File: src/rtl/core/gppa_ram.sv
`default_nettype none
module gppa_ram #(
    parameter int unsigned Width = 8,
    parameter int unsigned Depth = 16
) (
    input  wire                      i_clk,
    input  wire                      i_we,
    input  wire  [$clog2(Depth)-1:0] i_waddr,
    input  wire  [Width-1:0]         i_wdata,
    input  wire  [$clog2(Depth)-1:0] i_raddr,
    output logic [Width-1:0]         o_rdata
);
    logic [Width-1:0] r_mem [Depth];

    always_ff @(posedge i_clk) begin
        if (i_we) begin
            r_mem[i_waddr] <= i_wdata;
        end
        o_rdata <= r_mem[i_raddr];
    end
endmodule
`default_nettype wire

File: config.mk
export PLATFORM = sky130hd
export DESIGN_NAME = gppa_ram
export DESIGN_NICKNAME = d
export VERILOG_FILES = /design/src/rtl/core/gppa_ram.sv
export SDC_FILE = /design/constraint.sdc
export NUM_CORES = 1
export LEC_CHECK = 0
export ABC_AREA = 1
export BUFFER_PORTS_ARGS = -buffer_cell sky130_fd_sc_hd__buf_4
export CORE_MARGIN = 2
export CORE_UTILIZATION = 35
export DETAILED_ROUTE_END_ITERATION = 12
export GPL_TIMING_DRIVEN = 0
export PLACE_DENSITY = 0.59
export SYNTH_ARGS = -nofsm -noshare
export SYNTH_HDL_FRONTEND = slang
export SYNTH_SLANG_ARGS = --single-unit
File: constraint.sdc
create_clock -name i_clk -period 2.65 [get_ports i_clk]
set_input_delay 0.3975 -clock i_clk [delete_from_list [all_inputs] [get_ports i_clk]]
set_output_delay 0.3975 -clock i_clk [all_outputs]
set_load 0.005 [all_outputs]
==> flow_metrics.tcl <==
set metrics [dict create \
    clock-sinks 136 \
    drv_cap 0 \
    cts_tree "built" \
    synth_edf_count 128 \
    area_growth_syn_to_layout_pct 16.6 \
    fp-row-count 46 \
    power_density_nw_per_um2 722 \
    wl_um 14000 \
    synth_ff_type "edfxtp_1" \
    coreArea_um2 16000 \
    cts-resized-gates 0 \
    dr.pass1.iters 5 \
    cts_buffer_depth 2 \
    cp-end-kind "register" \
    synth_top_area_cell "edfxtp_1" \
    synth_area_um2 5770 \
    grt_pass1_vias 3733 \
    synth_top_cell_area_share 0.667 \
    insertion_delay_ns 0.42 \
    clk_pin_slew_ns 0.05 \
    synth.avg_cell_area_um2 10.5 \
    nNetsFinal 610 \
    h-tree-depth 4 \
    overflow 0 \
    dp_cells 789 \
    hold_depth 1 \
    synthCells 551 \
    power.leakage_nw 2.88 \
    drt_iter0_markers 423 \
    fill_cells 1563 \
    stdcell_count 820 \
    post-dp-hpwl_um 9120 \
    antenna_found_initial 0 \
    r2r-end "o_rdata[3]" \
    async_flop_share 0 \
    r2r_slack_ns 1.62 \
    synth.area.top_cells "edfxtp_1, nand2_1, nand3_1" \
    maxSlewHeadroom 0.295 \
    path_class "input port to register" \
    cp-start-kind "input port" \
    vias 3824 \
    ys_types 12 \
    hold_buffers 0 \
    cp.required_ns 2.68 \
    grt_pass1_wl_um 21700 \
    post_drt_wl_per_cell_um 17.1 \
    cts_setup_buffers 0 \
    vdd_drop_max_v 0.000442 \
    fin_crit_ns 1.58 \
    outcome "finished clean" \
    die_w_um 132 \
    fin_skew_ns 0.00302 \
    ys_seq_elements 136 \
    tightest_slew_ns 1.05 \
    drive_gt1_frac 0.119 \
    io_buffer_count 22 \
    cts_buffers 17 \
    synth.top_cells.by_count "nand2_1, edfxtp_1, inv_1" \
    fp.dieH_um 132 \
    start_util 0.360 \
    globalplace.congestion 0.870 \
    clockRootBuffer "clkbuf_16" \
    min-delay-start "i_wdata[1]" \
    grt_max_degree 17 \
    antenna_left 0 \
    holdPathEnd "r_mem[0][1]" \
    fmaxAchievable_mhz 631 \
    path_max_fanout 8 \
    seq_area_frac_synth 0.694 \
    io_pins 26 \
    reg2reg_depth 6 \
    hold_viol 0 \
    reg2reg_from "r_mem[0][3]" \
    finalCritPeriodShare 0.598 \
    finalSetupViolations 0 \
    die_area_um2 17500 \
    pre_cts_slack_ns 0.662 \
    hold_class "input port to register" \
    n_antenna_cell 0 \
    synth_most_common_cell "nand2_1" \
    viasPerCell 4.66 \
    report.final.slew_viol_count 0 \
    rsz0062_at_grt "no" \
    fin_tns_setup_ns 0 \
    drc 0 \
    ys_warn_count 0 \
    synth_nets 569 \
    layout_setup_ws_ns 1.07 \
    crit_arrival_ns 1.62 \
    track_usage 0.169 \
]
worst max-delay path by stage:
| stage | startpoint | to | slack, ns | cells after the start |
|---|---|---|---|---|
| after floorplan | i_waddr[2] | r_mem[10][0] | 1.30 | 2 |
| after global placement | i_waddr[3] | r_mem[6][3] | 0.76 | 3 |
| after detailed placement | i_waddr[3] | r_mem[7][7] | 0.66 | 3 |
| after CTS | i_waddr[3] | r_mem[7][1] | 1.09 | 3 |
| after global routing | i_waddr[3] | r_mem[7][1] | 1.05 | 3 |
| final | i_waddr[3] | r_mem[7][1] | 1.07 | 3 |
cells by family after synthesis:
family,share of synthesized area
AND/OR/NAND/NOR,0.210
buffers and inverters,0.0952
flip-flops,0.694
cell type report:
type                       count  area (µm²)  share of cell area
timing repair buffer          22         165              0.0246
buffer                        24         166              0.0248
clock buffer                  20         437              0.0650
sequential                   136        4000               0.596
clock inverter                11        83.8              0.0125
tap                          216         270              0.0402
multi-input combinational    289        1210               0.181
inverter                     102         383              0.0570
power breakdown:
group | switching, W | internal [W] | total [W]
registers | 0.0000120 | 0.00241 | 0.00242
clock network | 0.000845 | 0.00126 | 0.00211
logic | 0.000220 | 0.000105 | 0.000325
placed cells by master (no fill, tap or decap):
cell | synthesis | routed
edfxtp_1 | 128 | 128
buf_6 | 6 | 6
clkinv_2 | 0 | 4
inv_2 | 2 | 2
buf_1 | 1 | 1
buf_2 | 13 | 13
inv_1 | 100 | 100
clkinvlp_4 | 0 | 3
buf_4 | 4 | 26
nand3_1 | 97 | 97
dfxtp_1 | 8 | 8
nor2_1 | 17 | 17
nand3b_1 | 2 | 2
clkbuf_1 | 0 | 3
nand2_1 | 173 | 173
bufinv_16 | 0 | 1
clkinv_1 | 0 | 3
clkbuf_16 | 0 | 17
critical path, cell delays in order:
cell      delay [ns]
buf_4           0.12
nand3b_1        0.25
nor2_1          0.85
metrics by stage:
step	instance area [µm²]	utilization	power [W]	hold slack, ns
2_1_floorplan	5770	-	0.00263	0.496
3_3_place_gp	6200	0.388	0.00278	0.683
3_5_place_dp	6200	0.388	0.00279	0.706
4_1_cts	6720	0.420	0.00486	0.306
5_1_grt	6720	0.420	0.00499	0.321
6_report	6720	0.420	0.00485	0.317
flip-flops by register name, summed over array words and instances (netlist names):
name / count
r_mem: 128
o_rdata: 8
layer usage:
layer / track usage / up-vias / part of all wire
li1: - / 1857 / -
met1: 0.226 / 1806 / 0.44
met2: 0.270 / 143 / 0.47
met3: 0.0354 / 18 / 0.069
met4: 0.0699 / 0 / 0.020
met5: 0 / - / 0
No activity file was read; power rests on OpenSTA's default activity.
