File: config.mk
export PLATFORM = sky130hd
export DESIGN_NAME = gppa_addr_unit
export DESIGN_NICKNAME = d
export VERILOG_FILES = /design/src/rtl/core/gppa_pkg.sv /design/src/rtl/core/gppa_addr_unit.sv
export SDC_FILE = /design/constraint.sdc
export NUM_CORES = 1
export LEC_CHECK = 0
export BUFFER_PORTS_ARGS = -buffer_cell sky130_fd_sc_hd__buf_2
export CORE_UTILIZATION = 52
export DETAILED_ROUTE_END_ITERATION = 10
export HOLD_SLACK_MARGIN = 0.05
export PLACE_DENSITY = 0.84
export SYNTH_ARGS = -nofsm -noshare
export SYNTH_HDL_FRONTEND = slang
export SYNTH_SLANG_ARGS = --single-unit
File: constraint.sdc
create_clock -name i_clk -period 2.9 [get_ports i_clk]
set_input_delay 0.145 -clock i_clk [delete_from_list [all_inputs] [get_ports i_clk]]
set_output_delay 0.145 -clock i_clk [all_outputs]
set_load 0.01 [all_outputs]
File: src/rtl/core/gppa_pkg.sv
`default_nettype none
package gppa_pkg;
    localparam int unsigned DefPages = 1024;
    localparam int unsigned AddrW = 48;
    localparam int unsigned SizeW = 26;
    localparam int unsigned CntW = 11;
    localparam int unsigned ShiftW = 5;
    localparam int unsigned AlignW = 7;
    localparam int unsigned CfgIdxW = 2;
    localparam int unsigned CfgDataW = 48;
    localparam int unsigned DefFrontAlign = 16;
    localparam int unsigned MinShift = 12;
    localparam int unsigned MaxShift = 16;

    localparam logic [1:0] OP_ALLOC = 2'd0;
    localparam logic [1:0] OP_FREE  = 2'd1;
    localparam logic [1:0] OP_QUERY = 2'd2;
    localparam logic [1:0] OP_COUNT = 2'd3;

    localparam logic [1:0] ALU_ADD  = 2'd0;
    localparam logic [1:0] ALU_SUB  = 2'd1;
    localparam logic [1:0] ALU_PASS = 2'd2;

    localparam logic [CfgIdxW-1:0] REG_POOL_BASE   = 2'd0;
    localparam logic [CfgIdxW-1:0] REG_PAGE_SHIFT  = 2'd1;
    localparam logic [CfgIdxW-1:0] REG_POOL_PAGES  = 2'd2;
    localparam logic [CfgIdxW-1:0] REG_FRONT_ALIGN = 2'd3;

    typedef struct packed {
        logic [1:0]       op;
        logic [SizeW-1:0] request_size;
        logic [AddrW-1:0] address;
    } t_req;

    typedef struct packed {
        logic             ok;
        logic [AddrW-1:0] block_address;
        logic [SizeW-1:0] block_size;
        logic [CntW-1:0]  free_pages;
        logic [CntW-1:0]  used_pages;
    } t_rsp;
endpackage
`default_nettype wire

File: src/rtl/core/gppa_addr_unit.sv
`default_nettype none
// shared add/compare/subtract unit for address math, one op per cycle
module gppa_addr_unit (
    input  wire                          i_clk,
    input  wire  [1:0]                   i_fn,
    input  wire  [gppa_pkg::AddrW:0]     i_a,
    input  wire  [gppa_pkg::AddrW:0]     i_b,
    output logic [gppa_pkg::AddrW:0]     o_sum,
    output logic                         o_lt
);
    always_ff @(posedge i_clk) begin
        case (i_fn)
            gppa_pkg::ALU_ADD: o_sum <= i_a + i_b;
            gppa_pkg::ALU_SUB: o_sum <= i_a - i_b;
            default:           o_sum <= i_a;
        endcase
        o_lt <= i_a < i_b;
    end
endmodule
`default_nettype wire

==> results of run 1 <==
## cells by family after synthesis
group                    count (synthesis)
buffers and inverters                  160
XOR/XNOR                                41
flip-flops                              50
AND/OR/NAND/NOR                        363
multiplexers                            16
adder cells (fa/ha/maj)                 99
AO/OA/AOI/OAI                          366
## area by class of cell
| cell class | count | area (sq um) | share of cell area [%] |
|---|---|---|---|
| Multi-Input combinational cell | 885 | 6000 | 60.75 |
| Timing Repair Buffer | 331 | 2112 | 21.39 |
| Sequential cell | 50 | 1001 | 10.14 |
| Inverter | 99 | 371.6 | 3.763 |
| Tap cell | 180 | 225.2 | 2.281 |
| Clock buffer | 6 | 128.9 | 1.305 |
| Clock inverter | 2 | 37.54 | 0.3801 |
## cells in the mapped netlist (5+ instances only)
| library cell | instances | area [sq um] |
|---|---|---|
| nand2_1 | 113 | 424.2 |
| a21oi_1 | 108 | 540.5 |
| ha_1 | 97 | 1214 |
| inv_1 | 96 | 360.4 |
| nor2_1 | 95 | 356.6 |
| o21ai_0 | 95 | 475.5 |
| dfxtp_1 | 50 | 1001 |
| clkbuf_1 | 46 | 172.7 |
| xnor2_1 | 38 | 332.8 |
| nor3_1 | 27 | 135.1 |
| nand3_1 | 21 | 105.1 |
| nor2b_1 | 20 | 125.1 |
| o31ai_1 | 19 | 142.6 |
| o21bai_1 | 16 | 120.1 |
| nand2b_1 | 14 | 87.58 |
| a21o_1 | 13 | 97.59 |
| nand4_1 | 12 | 75.07 |
| a211oi_1 | 11 | 82.58 |
| a31oi_1 | 11 | 68.82 |
| nor4_1 | 11 | 68.82 |
| o211ai_1 | 11 | 82.58 |
| buf_2 | 9 | 45.04 |
| mux2_2 | 9 | 101.4 |
| o21ai_1 | 9 | 45.04 |
| or3_1 | 9 | 56.30 |
| a221oi_1 | 7 | 61.31 |
| mux2i_1 | 7 | 70.07 |
| or2_2 | 7 | 43.79 |
| a22oi_1 | 6 | 45.04 |
| and3_1 | 6 | 37.54 |
| and4_1 | 6 | 52.55 |
| o311ai_0 | 6 | 52.55 |
| and2_1 | 5 | 31.28 |
## power by group through the flow
| stage | Combinational [mW] | Clock (mW) | Sequential [mW] |
|---|---|---|---|
| floorplan | 1.08 | 0 | 0.893 |
| global placement | 1.91 | 0 | 0.833 |
| detailed placement | 1.93 | 0 | 0.836 |
| CTS | 1.95 | 0.752 | 0.822 |
| global route | 2.18 | 0.780 | 0.833 |
| finish | 2.00 | 0.752 | 0.821 |
## final timing paths
kind / start / endpoint / slack (ns) / depth (start not counted)
worst max-delay path: i_a[0] / o_sum[36] / 0.15 / 14
worst min-delay path: i_a[11] / o_sum[11] / 0.05 / 3
## registers in the layout, summed over array words and instances (netlist names)
name	count
o_sum	49
o_lt	1
## layer usage
layer | vias to the layer above | global-route usage [%] | part of all wire [%]
met5 | - | 0 | 0
met4 | 0 | 12.88 | 2.7
met3 | 71 | 5.437 | 7.5
met2 | 435 | 57.16 | 46
met1 | 4208 | 43.94 | 43
li1 | 4461 | - | -
## worst max-delay path: stages
cell,delay (ns)
buf_2,0.11
ha_2,0.19
fa_2,0.34
nor2b_2,0.18
o21ai_2,0.21
a31oi_4,0.14
o41ai_4,0.40
o221ai_2,0.20
a221oi_2,0.26
buf_4,0.17
o221ai_2,0.10
o31ai_1,0.29
xnor2_1,0.16
o21ai_1,0.07
## through the flow
stage / power [mW] / utilization [%]
2_1_floorplan: 1.974 / -
6_report: 3.574 / 70.33
3_5_place_dp: 2.766 / 68.43
5_1_grt: 3.797 / 70.33
3_3_place_gp: 2.741 / 68.43
4_1_cts: 3.521 / 69.69
## repair_timing
action                                 CTS  global route
setup endpoints to repair                0            16
setup buffers                            0             1
resized for setup                        0            17
hold buffers                             1             0
endpoints found under the hold margin    1             0
==> results.ini, run 1 <==
[drt]
postRouteAntennaNets=0
first_pass_iters=6
vias=9175
routed_wl_mm=25.64
initialDrtViolationCount=1037
route.detailed.drc=0
via_per_inst=5.908
avgRoutedWirePerCell_microns=16.51

[cells_and_area]
drive_gt1_share_pct=28.19
n_antenna_cell=0
fill_cells=1198
final_cell_mix=buf_4, buf_2, nand2_1, a21oi_1
finalNetCount=1572
area_growth_pct=30.83
final_area_sq_mm=0.009876
final_cells=1553
final_common_cell=buf_4

[logic_synthesis]
synth_nets=1295
ys_async_sr_fraction_pct=0
synth_ff_type=dfxtp_1
ys_warn_count=0
ys_ff_latch=50
yosys.area_share.xor_xnor_pct=4.757
syn_inst=1095
synth_mux_area_share_pct=2.271
synth_top_family_by_area=compound AO/OA/AOI/OAI gates
ys_seq_area_share_pct=13.26
syn_area_sq_mm=0.007548
synth_edf_count=0
synth.distinct_cells=86
synth_compound_area_share_pct=31.43
synth_simple_gate_area_share_pct=23.32
synth_fa_ha_area_share_pct=16.61
avgSynthCellArea_sq_um=6.894

[timing]
setup_viol=0
finalHoldViolations=0
fmax_mhz=363.0
setup_ws_ns=0.1455
maxSlewHeadroom_pct=40.69
timing.final.crit_share_pct=94.98
finalCriticalPeriod_ns=2.755
slew_violations=0
worst_pin_slew_ns=0.8841
holdWs_ns=0.05004
setup-tns-final_ns=0

[cts]
clk_pin_slew_ns=0.09
clock-sinks=50
numCtsBuffers=5
root_buffer=clkbuf_16
cts_buffer_depth=2
cts_htree_levels=2
cts_tree=done

[critical_path]
crit_type=input pin to flip-flop
setup.worst_path.end_class=flip-flop
cp.required_ns=3.10
start_kind=input pin
critical_path_peak_fanout=3
crit_arrival_ns=2.95

[power_and_ir_drop]
p_comb_share_pct=56.0
p_clk_share_pct=21.0
switchingPower_mw=1.478
seqPwrFrac_pct=23.0
leakagePower_nw=4.802
power_density_mw_per_mm2=361.9
intPower_mw=2.095
vdd_drop_max_mv=0.2390
p_sw_share_pct=41.37

[global_route]
antenna_found_initial=0
grt.overflow.total=0
grt_pass1_vias=8442
grt_max_degree=79
grt_first_pass_wirelength_mm=40.79
grt_usage_pct=34.22

[run]
maxCapViolCount=0

[placement]
placed_cell_area_sq_mm=0.009609
post-place-ws_ns=-0.2932
gp_congestion=1.003
dp.cells=1543
portBuffers=150
post-dp-hpwl_mm=20.48

[run_status]
status=complete, no violations

[worst_hold_path]
hold_class=input pin to flip-flop

[die]
ios=151
core_sq_mm=0.01404
start_util_pct=53.76
die_x_microns=122.5
die_area_sq_mm=0.01500
fp.dieH_microns=122.5
num_rows=43

No activity file was read; power rests on OpenSTA's default activity.
==> inputs of run 2 (changes only) <==
--- a/config.mk
+++ b/config.mk
@@ -6,10 +6,10 @@
 export NUM_CORES = 1
 export LEC_CHECK = 0
 export BUFFER_PORTS_ARGS = -buffer_cell sky130_fd_sc_hd__buf_2
-export CORE_UTILIZATION = 52
+export CORE_UTILIZATION = 49
 export DETAILED_ROUTE_END_ITERATION = 10
 export HOLD_SLACK_MARGIN = 0.05
-export PLACE_DENSITY = 0.84
+export PLACE_DENSITY = 0.8
 export SYNTH_ARGS = -nofsm -noshare
 export SYNTH_HDL_FRONTEND = slang
 export SYNTH_SLANG_ARGS = --single-unit
==> results.ini, run 2 (synthesized netlist as in run 1, its figures left out) <==
[die]
num_rows=44  ; was 43
start_util_pct=51.16  ; was 53.76%
die_x_microns=126.1  ; was 122.5 microns
core_sq_mm=0.01475  ; was 0.01404 sq mm
fp.dieH_microns=126.1  ; was 122.5 microns
ios=151  ; unchanged
die_area_sq_mm=0.01591  ; was 0.01500 sq mm

[drt]
first_pass_iters=5  ; was 6
route.detailed.drc=0  ; unchanged
avgRoutedWirePerCell_microns=16.42  ; was 16.51 microns
initialDrtViolationCount=918  ; was 1037
vias=9129  ; was 9175
postRouteAntennaNets=0  ; unchanged
routed_wl_mm=25.62  ; was 25.64 mm
via_per_inst=5.852  ; was 5.908

[global_route]
grt.overflow.total=0  ; unchanged
grt_pass1_vias=8483  ; was 8442
grt_first_pass_wirelength_mm=40.92  ; was 40.79 mm
grt_max_degree=79  ; unchanged
antenna_found_initial=0  ; unchanged
grt_usage_pct=31.57  ; was 34.22%

[timing]
timing.final.crit_share_pct=95.56  ; was 94.98%
fmax_mhz=360.9  ; was 363.0 MHz
holdWs_ns=0.05690  ; was 0.05004 ns
setup-tns-final_ns=0  ; unchanged
finalCriticalPeriod_ns=2.771  ; was 2.755 ns
rsz0062_at_grt=yes
worst_pin_slew_ns=0.7425  ; was 0.8841 ns
slew_violations=0  ; unchanged
finalHoldViolations=0  ; unchanged
setup_viol=0  ; unchanged
maxSlewHeadroom_pct=50.50  ; was 40.69%

[placement]
dp.cells=1549  ; was 1543
gp_congestion=1.020  ; was 1.003
portBuffers=150  ; unchanged
post-dp-hpwl_mm=20.70  ; was 20.48 mm

[power_and_ir_drop]
leakagePower_nw=4.814  ; was 4.802 nW
power_density_mw_per_mm2=359.2  ; was 361.9 mW/mm^2
vdd_drop_max_mv=0.2466  ; was 0.2390 mV

[cells_and_area]
fill_cells=1333  ; was 1198
final_common_cell=buf_4  ; unchanged
area_growth_pct=30.96  ; was 30.83%
finalNetCount=1575  ; was 1572
multi_input_comb_area_sq_mm=0.005968  ; was 0.006000 sq mm
top_register=o_sum  ; unchanged
drive_gt1_share_pct=28.20  ; was 28.19%
final-seq-area_sq_mm=0.001001  ; unchanged
largest_register_ff_count=49  ; unchanged
n_antenna_cell=0  ; unchanged
largestRegisters=o_sum: 49 flops, o_lt: 1 flops  ; unchanged
final_cell_mix=buf_4, buf_2, nand2_1, a21oi_1, ha_1  ; was buf_4, buf_2, nand2_1, a21oi_1
final_cells=1560  ; was 1553

[critical_path]
slowest_delay_ns=0.42  ; was 0.40 ns
crit_arrival_ns=2.98  ; was 2.95 ns
critical_path_peak_fanout=5  ; was 3
start_kind=input pin  ; unchanged
crit_slowest_cell=o41ai_4  ; unchanged
crit_type=input pin to flip-flop  ; unchanged
cp.required_ns=3.11  ; was 3.10 ns
critPathTopFamily=compound AO/OA/AOI/OAI gates  ; unchanged
setup.worst_path.end_class=flip-flop  ; unchanged
cp_common_cell=a21oi_2  ; was o221ai_2
worst-path-buf-inv=3  ; was 2
cp_cell_sequence=buf_2, inv_1, ha_1, buf_4, nor3_2, nand2_1, nor3_1, a22oi_2, o21ai_1, a21oi_2, o41ai_4, a21oi_2, or3_1, a31o_1  ; was buf_2, ha_2, fa_2, nor2b_2, o21ai_2, a31oi_4, o41ai_4, o221ai_2, a221oi_2, buf_4, o221ai_2, o31ai_1, xnor2_1, o21ai_1

[cts]
cts_tree=done  ; unchanged
numCtsBuffers=5  ; unchanged
root_buffer=clkbuf_16  ; unchanged
cts_buffer_depth=2  ; unchanged
cts_htree_levels=2  ; unchanged
clk_pin_slew_ns=0.08  ; was 0.09 ns
clock-sinks=50  ; unchanged

[run]
maxCapViolCount=0  ; unchanged

[worst_hold_path]
hold_class=input pin to flip-flop  ; unchanged

[run_status]
status=complete, no violations  ; unchanged

run 2: cell types whose count changed in the layout (fill, tap and decap cells not counted), sizes merged:
cell / change
dlygate4sd3: -1
buf: +4
run 2: per-layer routing:
metal / wire length, microns / up-vias / GRT usage, %
met2: 11840 / 411 / 52.88
met5: 0 / - / 0
met3: 1782 / 50 / 4.248
li1: - / 4466 / -
met4: 620 / 0 / 10.99
met1: 11380 / 4202 / 41.45
run 2: final timing paths:
check / start / to / depth (start not counted)
max: i_b[9] / o_sum[45] / 14
min: i_a[38] / o_sum[38] / 3
run 2: what timing repair did:
action,in CTS,in global routing
setup buffers,0,3
hold buffers,0,0
gates resized for setup,0,17
endpoints found under the setup margin,0,13
run 2: final cells by class:
type / count / area share (%)
timing repair buffer: 334 / 21.73
tap: 184 / 2.329
sequential: 50 / 10.13
inverter: 99 / 3.759
clock buffer: 6 / 1.304
multi-input combinational: 885 / 60.37
clock inverter: 2 / 0.3797
run 2: stage by stage:
stage	power (mW)	setup WS (ns)	utilization, %	instance area [sq um]
2_1_floorplan	1.974	0.1431	-	7548
3_3_place_gp	2.750	-0.2739	65.26	9629
3_5_place_dp	2.773	-0.2805	65.26	9629
4_1_cts	3.517	0.03268	66.39	9796
5_1_grt	3.778	-0.006794	67.00	9886
6_report	3.551	0.1288	67.00	9886
run 2: power breakdown:
part           leakage, nW  internal, mW  switching (mW)
clock network       0.0771         0.409           0.313
registers            0.422         0.793          0.0275
logic                 4.32         0.894            1.11
total                 4.81          2.10            1.45
